$ cat src/hdl/camera_lifecycle_fsm_defines.svh
// ----------------------------------------------------------------------------
// Camera lifecycle sequencer - assertion macros
// Shared concurrent assertion forms for the sequencer RTL.
// ----------------------------------------------------------------------------
`ifndef CAMERA_LIFECYCLE_FSM_DEFINES_SVH
`define CAMERA_LIFECYCLE_FSM_DEFINES_SVH

// same-cycle implication, disabled while reset is asserted
`define CLF_ASSERT_NOW(label, clk, rst_n, ante, cons, msg) \
  label: assert property (@(posedge clk) disable iff (!rst_n) (ante) |-> (cons)) \
    else $error(msg);

// next-cycle implication, disabled while reset is asserted
`define CLF_ASSERT_NEXT(label, clk, rst_n, ante, cons, msg) \
  label: assert property (@(posedge clk) disable iff (!rst_n) (ante) |=> (cons)) \
    else $error(msg);

`endif

$ cat src/hdl/clfsm_pkg.sv
// ----------------------------------------------------------------------------
// Camera lifecycle sequencer - package
// State and event codes and the decoded result type.
// ----------------------------------------------------------------------------
`timescale 1ns / 1ps
`default_nettype none

package clfsm_pkg;

  localparam int unsigned STATE_W = 3;
  localparam int unsigned EVENT_W = 4;
  localparam int unsigned CAUSE_W = 3;

  typedef logic [STATE_W-1:0] state_t;
  typedef logic [EVENT_W-1:0] event_t;
  typedef logic [CAUSE_W-1:0] cause_t;

  localparam state_t ST_IDLE      = 3'd0;
  localparam state_t ST_OPENING   = 3'd1;
  localparam state_t ST_CAPTURING = 3'd2;
  localparam state_t ST_RETRYING  = 3'd3;
  localparam state_t ST_FAILED    = 3'd4;
  localparam state_t ST_UNAVAIL   = 3'd5;

  localparam event_t EV_TOGGLE      = 4'd0;
  localparam event_t EV_AUTH_OK     = 4'd1;
  localparam event_t EV_AUTH_DENIED = 4'd2;
  localparam event_t EV_OPEN_OK     = 4'd3;
  localparam event_t EV_OPEN_FAIL   = 4'd4;
  localparam event_t EV_FIRST_FRAME = 4'd5;
  localparam event_t EV_WATCHDOG    = 4'd6;
  localparam event_t EV_RUNTIME_ERR = 4'd7;
  localparam event_t EV_RETRY_TICK  = 4'd8;
  localparam event_t EV_RETRY_EXH   = 4'd9;
  localparam event_t EV_RECHECK     = 4'd10;
  localparam event_t EV_SHUTDOWN    = 4'd11;

  localparam cause_t CAUSE_NONE   = 3'd0;
  localparam cause_t CAUSE_IN_USE = 3'd1;

  typedef struct packed {
    state_t next_state;
    logic   start_open;
    logic   close_device;
    logic   start_retry;
    logic   stop_retry;
    logic   start_first_watchdog;
    logic   stop_first_watchdog;
    logic   start_stall_watchdog;
    logic   stop_stall_watchdog;
    logic   fallback_valid;
    cause_t fallback_cause;
  } result_t;

endpackage

`default_nettype wire

$ cat src/hdl/clfsm_decode.sv
// ----------------------------------------------------------------------------
// Camera lifecycle sequencer - transition decode
// Next state, commands and fallback cause for one event in the current state.
// ----------------------------------------------------------------------------
`timescale 1ns / 1ps
`default_nettype none

module clfsm_decode (
  input  wire  clfsm_pkg::state_t  cur_state,
  input  wire  clfsm_pkg::event_t  req_type,
  input  wire  clfsm_pkg::cause_t  fallback_hint,
  output clfsm_pkg::result_t       res
);
  import clfsm_pkg::*;

  function automatic cause_t hint_or_default(input cause_t hint);
    return (hint != CAUSE_NONE) ? hint : CAUSE_IN_USE;
  endfunction

  always_comb begin
    res            = '0;
    res.next_state = cur_state;

    if (req_type == EV_SHUTDOWN) begin
      res.next_state          = ST_IDLE;
      res.close_device        = 1'b1;
      res.stop_retry          = 1'b1;
      res.stop_first_watchdog = 1'b1;
      res.stop_stall_watchdog = 1'b1;
    end else begin
      unique case (cur_state)
        ST_IDLE: begin
          if (req_type == EV_TOGGLE) begin
            res.next_state = ST_OPENING;
            res.start_open = 1'b1;
          end
        end
        ST_OPENING: begin
          case (req_type) inside
            EV_AUTH_DENIED: begin
              // raw hint, valid even when none
              res.next_state     = ST_UNAVAIL;
              res.close_device   = 1'b1;
              res.fallback_valid = 1'b1;
              res.fallback_cause = fallback_hint;
            end
            EV_OPEN_OK: begin
              res.start_first_watchdog = 1'b1;
            end
            EV_OPEN_FAIL: begin
              res.next_state          = ST_UNAVAIL;
              res.close_device        = 1'b1;
              res.stop_first_watchdog = 1'b1;
              res.fallback_valid      = 1'b1;
              res.fallback_cause      = fallback_hint;
            end
            EV_FIRST_FRAME: begin
              res.next_state           = ST_CAPTURING;
              res.stop_first_watchdog  = 1'b1;
              res.start_stall_watchdog = 1'b1;
            end
            EV_WATCHDOG: begin
              res.next_state          = ST_UNAVAIL;
              res.close_device        = 1'b1;
              res.stop_first_watchdog = 1'b1;
              res.fallback_valid      = 1'b1;
              res.fallback_cause      = hint_or_default(fallback_hint);
            end
            default: ;
          endcase
        end
        ST_CAPTURING: begin
          case (req_type) inside
            EV_TOGGLE: begin
              res.next_state          = ST_IDLE;
              res.close_device        = 1'b1;
              res.stop_stall_watchdog = 1'b1;
            end
            EV_RUNTIME_ERR, EV_WATCHDOG: begin
              res.next_state          = ST_RETRYING;
              res.close_device        = 1'b1;
              res.stop_stall_watchdog = 1'b1;
              res.start_retry         = 1'b1;
              if (req_type == EV_WATCHDOG) begin
                res.fallback_valid = 1'b1;
                res.fallback_cause = hint_or_default(fallback_hint);
              end else if (fallback_hint != CAUSE_NONE) begin
                res.fallback_valid = 1'b1;
                res.fallback_cause = fallback_hint;
              end
            end
            default: ;
          endcase
        end
        ST_RETRYING: begin
          case (req_type) inside
            EV_RETRY_TICK: begin
              res.next_state = ST_OPENING;
              res.start_open = 1'b1;
            end
            EV_OPEN_OK: begin
              res.next_state           = ST_OPENING;
              res.start_first_watchdog = 1'b1;
            end
            EV_OPEN_FAIL: begin
              res.next_state     = ST_UNAVAIL;
              res.stop_retry     = 1'b1;
              res.close_device   = 1'b1;
              res.fallback_valid = 1'b1;
              res.fallback_cause = hint_or_default(fallback_hint);
            end
            EV_RETRY_EXH: begin
              res.next_state     = ST_UNAVAIL;
              res.stop_retry     = 1'b1;
              res.fallback_valid = 1'b1;
              res.fallback_cause = hint_or_default(fallback_hint);
            end
            EV_TOGGLE: begin
              res.next_state   = ST_IDLE;
              res.close_device = 1'b1;
              res.stop_retry   = 1'b1;
            end
            default: ;
          endcase
        end
        ST_FAILED: begin
          // exit-only state
          case (req_type) inside
            EV_RETRY_TICK: begin
              res.next_state = ST_OPENING;
              res.start_open = 1'b1;
            end
            EV_TOGGLE: begin
              res.next_state   = ST_IDLE;
              res.close_device = 1'b1;
            end
            default: ;
          endcase
        end
        ST_UNAVAIL: begin
          case (req_type) inside
            EV_RECHECK, EV_TOGGLE: begin
              res.next_state = ST_OPENING;
              res.start_open = 1'b1;
            end
            default: ;
          endcase
        end
        default: ;  // unused codes only honor shutdown
      endcase
    end
  end

endmodule

`default_nettype wire

$ cat src/hdl/camera_lifecycle_fsm.sv
// ----------------------------------------------------------------------------
// Camera lifecycle sequencer - top level
// Takes one event beat per cycle when the output keeps up; one command beat per event.
//
// Each input beat carries an event code and a fallback cause hint; each
// output beat carries the new lifecycle state, the start/stop commands and
// an optional fallback cause. One event is taken every clock cycle when the
// output side keeps up. An event is first held in the input register, then
// it is decoded against the state register and lands in the output register.
// The state register updates in the same cycle the result is registered, so
// consecutive events see each other's state with no bubble. A stalled output
// holds its beat while one more event waits in the input register. Reset
// returns the state to idle.
// ----------------------------------------------------------------------------
`timescale 1ns / 1ps
`default_nettype none
`include "camera_lifecycle_fsm_defines.svh"

module camera_lifecycle_fsm (
  input  wire        clk,
  input  wire        rst_n,
  input  wire        in_tvalid,
  output logic       in_tready,
  input  wire  [7:0] in_tdata,   // [3:0] req_type, [6:4] fallback_hint, [7] zero
  output logic       out_tvalid,
  input  wire        out_tready,
  output logic [15:0] out_tdata  // [2:0] next_state, [3] start_open,
                                 // [4] close_device, [5] start_retry,
                                 // [6] stop_retry, [7] start_first_watchdog,
                                 // [8] stop_first_watchdog,
                                 // [9] start_stall_watchdog,
                                 // [10] stop_stall_watchdog,
                                 // [11] fallback_valid, [14:12] fallback_cause,
                                 // [15] zero
);
  import clfsm_pkg::*;

  logic    in_vld_r;
  event_t  in_ev_r;
  cause_t  in_hint_r;
  state_t  cam_state_r;
  logic    out_vld_r;
  result_t out_res_r;
  result_t dec_res;
  logic    adv;

  // input beat moves on when the output register is free or draining
  assign adv       = in_vld_r && (!out_vld_r || out_tready);
  assign in_tready = !in_vld_r || adv;

  always_ff @(posedge clk) begin
    if (!rst_n) begin
      in_vld_r <= 1'b0;
    end else if (in_tready) begin
      in_vld_r <= in_tvalid;
    end
  end

  always_ff @(posedge clk) begin
    if (in_tvalid && in_tready) begin
      in_ev_r   <= in_tdata[3:0];
      in_hint_r <= in_tdata[6:4];
    end
  end

  clfsm_decode u_decode (
    .cur_state     (cam_state_r),
    .req_type      (in_ev_r),
    .fallback_hint (in_hint_r),
    .res           (dec_res)
  );

  always_ff @(posedge clk) begin
    if (!rst_n) begin
      cam_state_r <= ST_IDLE;
      out_vld_r   <= 1'b0;
    end else begin
      if (adv) begin
        cam_state_r <= dec_res.next_state;
        out_vld_r   <= 1'b1;
      end else if (out_tready) begin
        out_vld_r <= 1'b0;
      end
    end
  end

  always_ff @(posedge clk) begin
    if (adv) begin
      out_res_r <= dec_res;
    end
  end

  assign out_tvalid = out_vld_r;
  assign out_tdata  = {1'b0,
                       out_res_r.fallback_cause,
                       out_res_r.fallback_valid,
                       out_res_r.stop_stall_watchdog,
                       out_res_r.start_stall_watchdog,
                       out_res_r.stop_first_watchdog,
                       out_res_r.start_first_watchdog,
                       out_res_r.stop_retry,
                       out_res_r.start_retry,
                       out_res_r.close_device,
                       out_res_r.start_open,
                       out_res_r.next_state};

  `CLF_ASSERT_NOW(a_never_failed, clk, rst_n, 1'b1, cam_state_r != ST_FAILED, "entered failed state")
  `CLF_ASSERT_NEXT(a_shutdown_idle, clk, rst_n, adv && in_ev_r == EV_SHUTDOWN, cam_state_r == ST_IDLE, "shutdown did not force idle")
  `CLF_ASSERT_NEXT(a_state_hold, clk, rst_n, !adv, $stable(cam_state_r), "state moved without an event")
  `CLF_ASSERT_NEXT(a_out_tracks_state, clk, rst_n, adv, out_vld_r && out_tdata[2:0] == cam_state_r, "result state differs from state register")

endmodule

`default_nettype wire
$ cat config.mk
export PLATFORM = sky130hd
export DESIGN_NAME = camera_lifecycle_fsm
export DESIGN_NICKNAME = d
export VERILOG_FILES = /design/src/hdl/clfsm_pkg.sv /design/src/hdl/clfsm_decode.sv /design/src/hdl/camera_lifecycle_fsm.sv
export VERILOG_INCLUDE_DIRS = /design/src /design/src/hdl
export SDC_FILE = /design/constraint.sdc
export NUM_CORES = 1
export LEC_CHECK = 0
export BUFFER_PORTS_ARGS = -buffer_cell sky130_fd_sc_hd__buf_2
export CORE_ASPECT_RATIO = 0.8
export CORE_MARGIN = 2
export CORE_UTILIZATION = 58
export DETAILED_ROUTE_END_ITERATION = 7
export GPL_ROUTABILITY_DRIVEN = 0
export PLACE_DENSITY = 0.84
export SYNTH_ARGS = -nofsm -noshare
export SYNTH_HDL_FRONTEND = slang
export SYNTH_SLANG_ARGS = --single-unit
$ cat constraint.sdc
create_clock -name clk -period 3.7 [get_ports clk]
set_input_delay 0.185 -clock clk [delete_from_list [all_inputs] [get_ports clk]]
set_output_delay 0.185 -clock clk [all_outputs]
set_load 0.02 [all_outputs]
==> flow_summary.yaml <==
power_and_ir_drop:
  pwr-share-comb_pct: 11.1
  p_int_mw: 0.410
  cellPowerDensity_nw_per_um2: 332
  power_switching_mw: 0.128
  peakVddDrop_uv: 245
  p_seq_share_pct: 66.9
  p_leak_nw: 0.585
  power_frac_clock_pct: 21.9
  p_sw_share_pct: 23.7
routing:
  ant_nets: 0
  drcViolationCount: 0
  drtIter0Drc: 38
  num_vias: 1193
  routed_via_density: 6.12
  wl_um: 2800
  drt-pass1-iter-count: 5
  wire_per_inst_um: 14.4
worst_setup_path:
  crit_type: "reg -> reg"
  end_kind: "flip-flop"
  crit_fanout: 22
  cpMaxStageDelayCell: "edfxtp_1"
  startpoint_type: "flip-flop"
  worstPathRequired_ns: 3.78
  max_stage_delay_ns: 0.69
  cp_cell_sequence: "nor4_1 -> a221oi_1 -> o41a_1"
  arrival_ns: 2.26
floorplan:
  die_area_um2: 2930
  die_h_um: 48.8
  start_util_pct: 60.1
  die_x_um: 60
  core.rowCount: 16
  ios: 30
  coreArea_um2: 2420
clock_network:
  postCtsSetupBuffers: 0
  cts_tree: "done"
  cts_buffers: 3
  clk_pin_slew_worst_paths_ns: 0.12
  htree_levels: 1
  cts_root_buffer: "clkbuf_4"
  clock_latency_ns: 0.32
  ctsLongestPathBuffers: 2
  cts_hold_buffers: 0
  cts.sinks: 27
  cts_resized: 0
finish:
  fill_cells: 180
  drive_above_1_share_pct: 22.6
  area_growth_pct: 11.2
  postLayoutCoreUtil_pct: 66.8
  antenna_cells: 0
  fin_nets: 172
synth:
  synth_flop_cell: "edfxtp_1"
  synth_seq_cells: 27
  synth_most_common_cell: "edfxtp_1"
  synthDistinctLibCells: 49
  async_flop_share_pct: 0
  syn_nets: 149
  seq_area_frac_synth_pct: 52.3
  netlist_instances: 137
  synth_area_um2: 1460
  syn_avg_cell_area_um2: 10.6
  synth_top_area_share_pct: 45.4
  synthTopCellsByCount: "22 x edfxtp_1, 9 x a21oi_1, 9 x nand2_1, 9 x nor2_1, 7 x nor2b_1"
  synth_edf_count: 22
  yosysTopAreaCell: "edfxtp_1"
  yosys-top-cells-area: "edfxtp_1 45%, dfxtp_1 6.9%, a21oi_1 3.1%, nor2b_1 3.0%, nand2_1 2.3%"
  yosys_warnings: 0
hold_path:
  worstHoldPathType: "in -> reg"
timing:
  setup-violations-final: 0
  final.period_utilization_pct: 59.1
  rsz0062_at_grt: "false"
  slew_violations: 0
  tightest_slew_ns: 0.663
  setup_tns_ns: 0
  min_period_ns: 2.19
  fmax_mhz: 457
  max_slew_margin_pct: 55.8
  timing_hold_violations_final: 0
  fin_skew_ns: 0.00517
  whs_ns: 0.0364
place:
  dp_hpwl_um: 1990
  io_buffer_count: 27
grt:
  grt_pass1_wl_um: 4770
  grt_pass1_vias: 1089
  gr-total-overflow: 0
  grt_max_degree: 23
  grt_use_total_pct: 21.6
  antenna_found_initial: 0
flow_run:
  maxCapViolCount: 0
outcome:
  status: "completed"
registers in the layout, summed over array words and instances, names as in the netlist:
name,cells
cam_state_r,3
in_ev_r,4
in_hint_r,3
in_vld_r,1
out_tdata,15
out_tvalid,1
power by group through the flow:
stage,Clock [mW],Combinational (mW),Sequential [mW]
2_1_floorplan,0,0.0421,0.365
3_3_place_gp,0,0.0576,0.365
3_5_place_dp,0,0.0598,0.366
4_1_cts,0.120,0.0600,0.359
5_1_grt,0.131,0.0664,0.363
6_report,0.118,0.0598,0.359
path summary, 6_finish.rpt:
path               startpoint      endpoint  slack [ns]  cells past startpoint
setup / recovery   in_ev_r[1]  out_tdata[0]        1.51                      3
hold / removal    in_tdata[4]  in_hint_r[0]        0.04                      1
setup reg to reg   in_ev_r[1]  out_tdata[0]        1.51                      3
hold reg to reg      in_vld_r    out_tvalid        0.53                      2
metal layers:
metal / global-route usage, % / vias up / wire [µm]
met4: 11.5 / 0 / 123
met1: 26.6 / 546 / 1090
met3: 6.10 / 20 / 211
li1: - / 560 / -
met5: 0 / - / 0
met2: 33.7 / 67 / 1380
logic make-up after synthesis:
family / share of synthesized area (%)
xor gates and xnor gates: 1.81
buffers and inverters: 4.30
DFF: 52.3
other: 0.258
and+or+nand+nor: 22.1
AOI/OAI and AO/OA: 19.3
critical path: cells and delay by family (launching register included):
family	cells	cell delay [ns]
AOI/OAI and AO/OA	2	0.59
DFF	1	0.69
and+or+nand+nor	1	0.66
final cells by class:
type                            count  area [µm²]  share of cell area [%]
Sequential cell                    27         761                    47.0
Inverter                            5        18.8                    1.16
Clock buffer                        4        26.3                    1.62
Multi-Input combinational cell     96         632                    39.1
Tap cell                           36        45.0                    2.78
Timing Repair Buffer               27         135                    8.35
stage by stage:
step	power [mW]	cells	setup slack, ns	cell area [µm²]
floorplan	0.407	137	2.02	1460
global placement	0.422	191	1.71	1590
detailed placement	0.426	191	1.56	1590
CTS	0.539	195	1.54	1620
global route	0.560	195	1.40	1620
finish	0.537	195	1.51	1620
placed cells by master (no fill, tap or decap), drive strengths merged, types with 3 or more instances in the layout:
cell type  synthesis  routed
a2111oi            3       3
a211oi             4       4
a21oi              9       9
and2               3       3
buf                6      27
clkbuf             3       4
dfxtp              5       5
edfxtp            22      22
inv                5       5
nand2              9       9
nand2b             4       4
nand3b             3       3
nor2               9       9
nor2b              7       7
o21ai              5       5
o21bai             3       3
xnor2              3       3
Note: power is estimated with default switching activity, not from simulation.
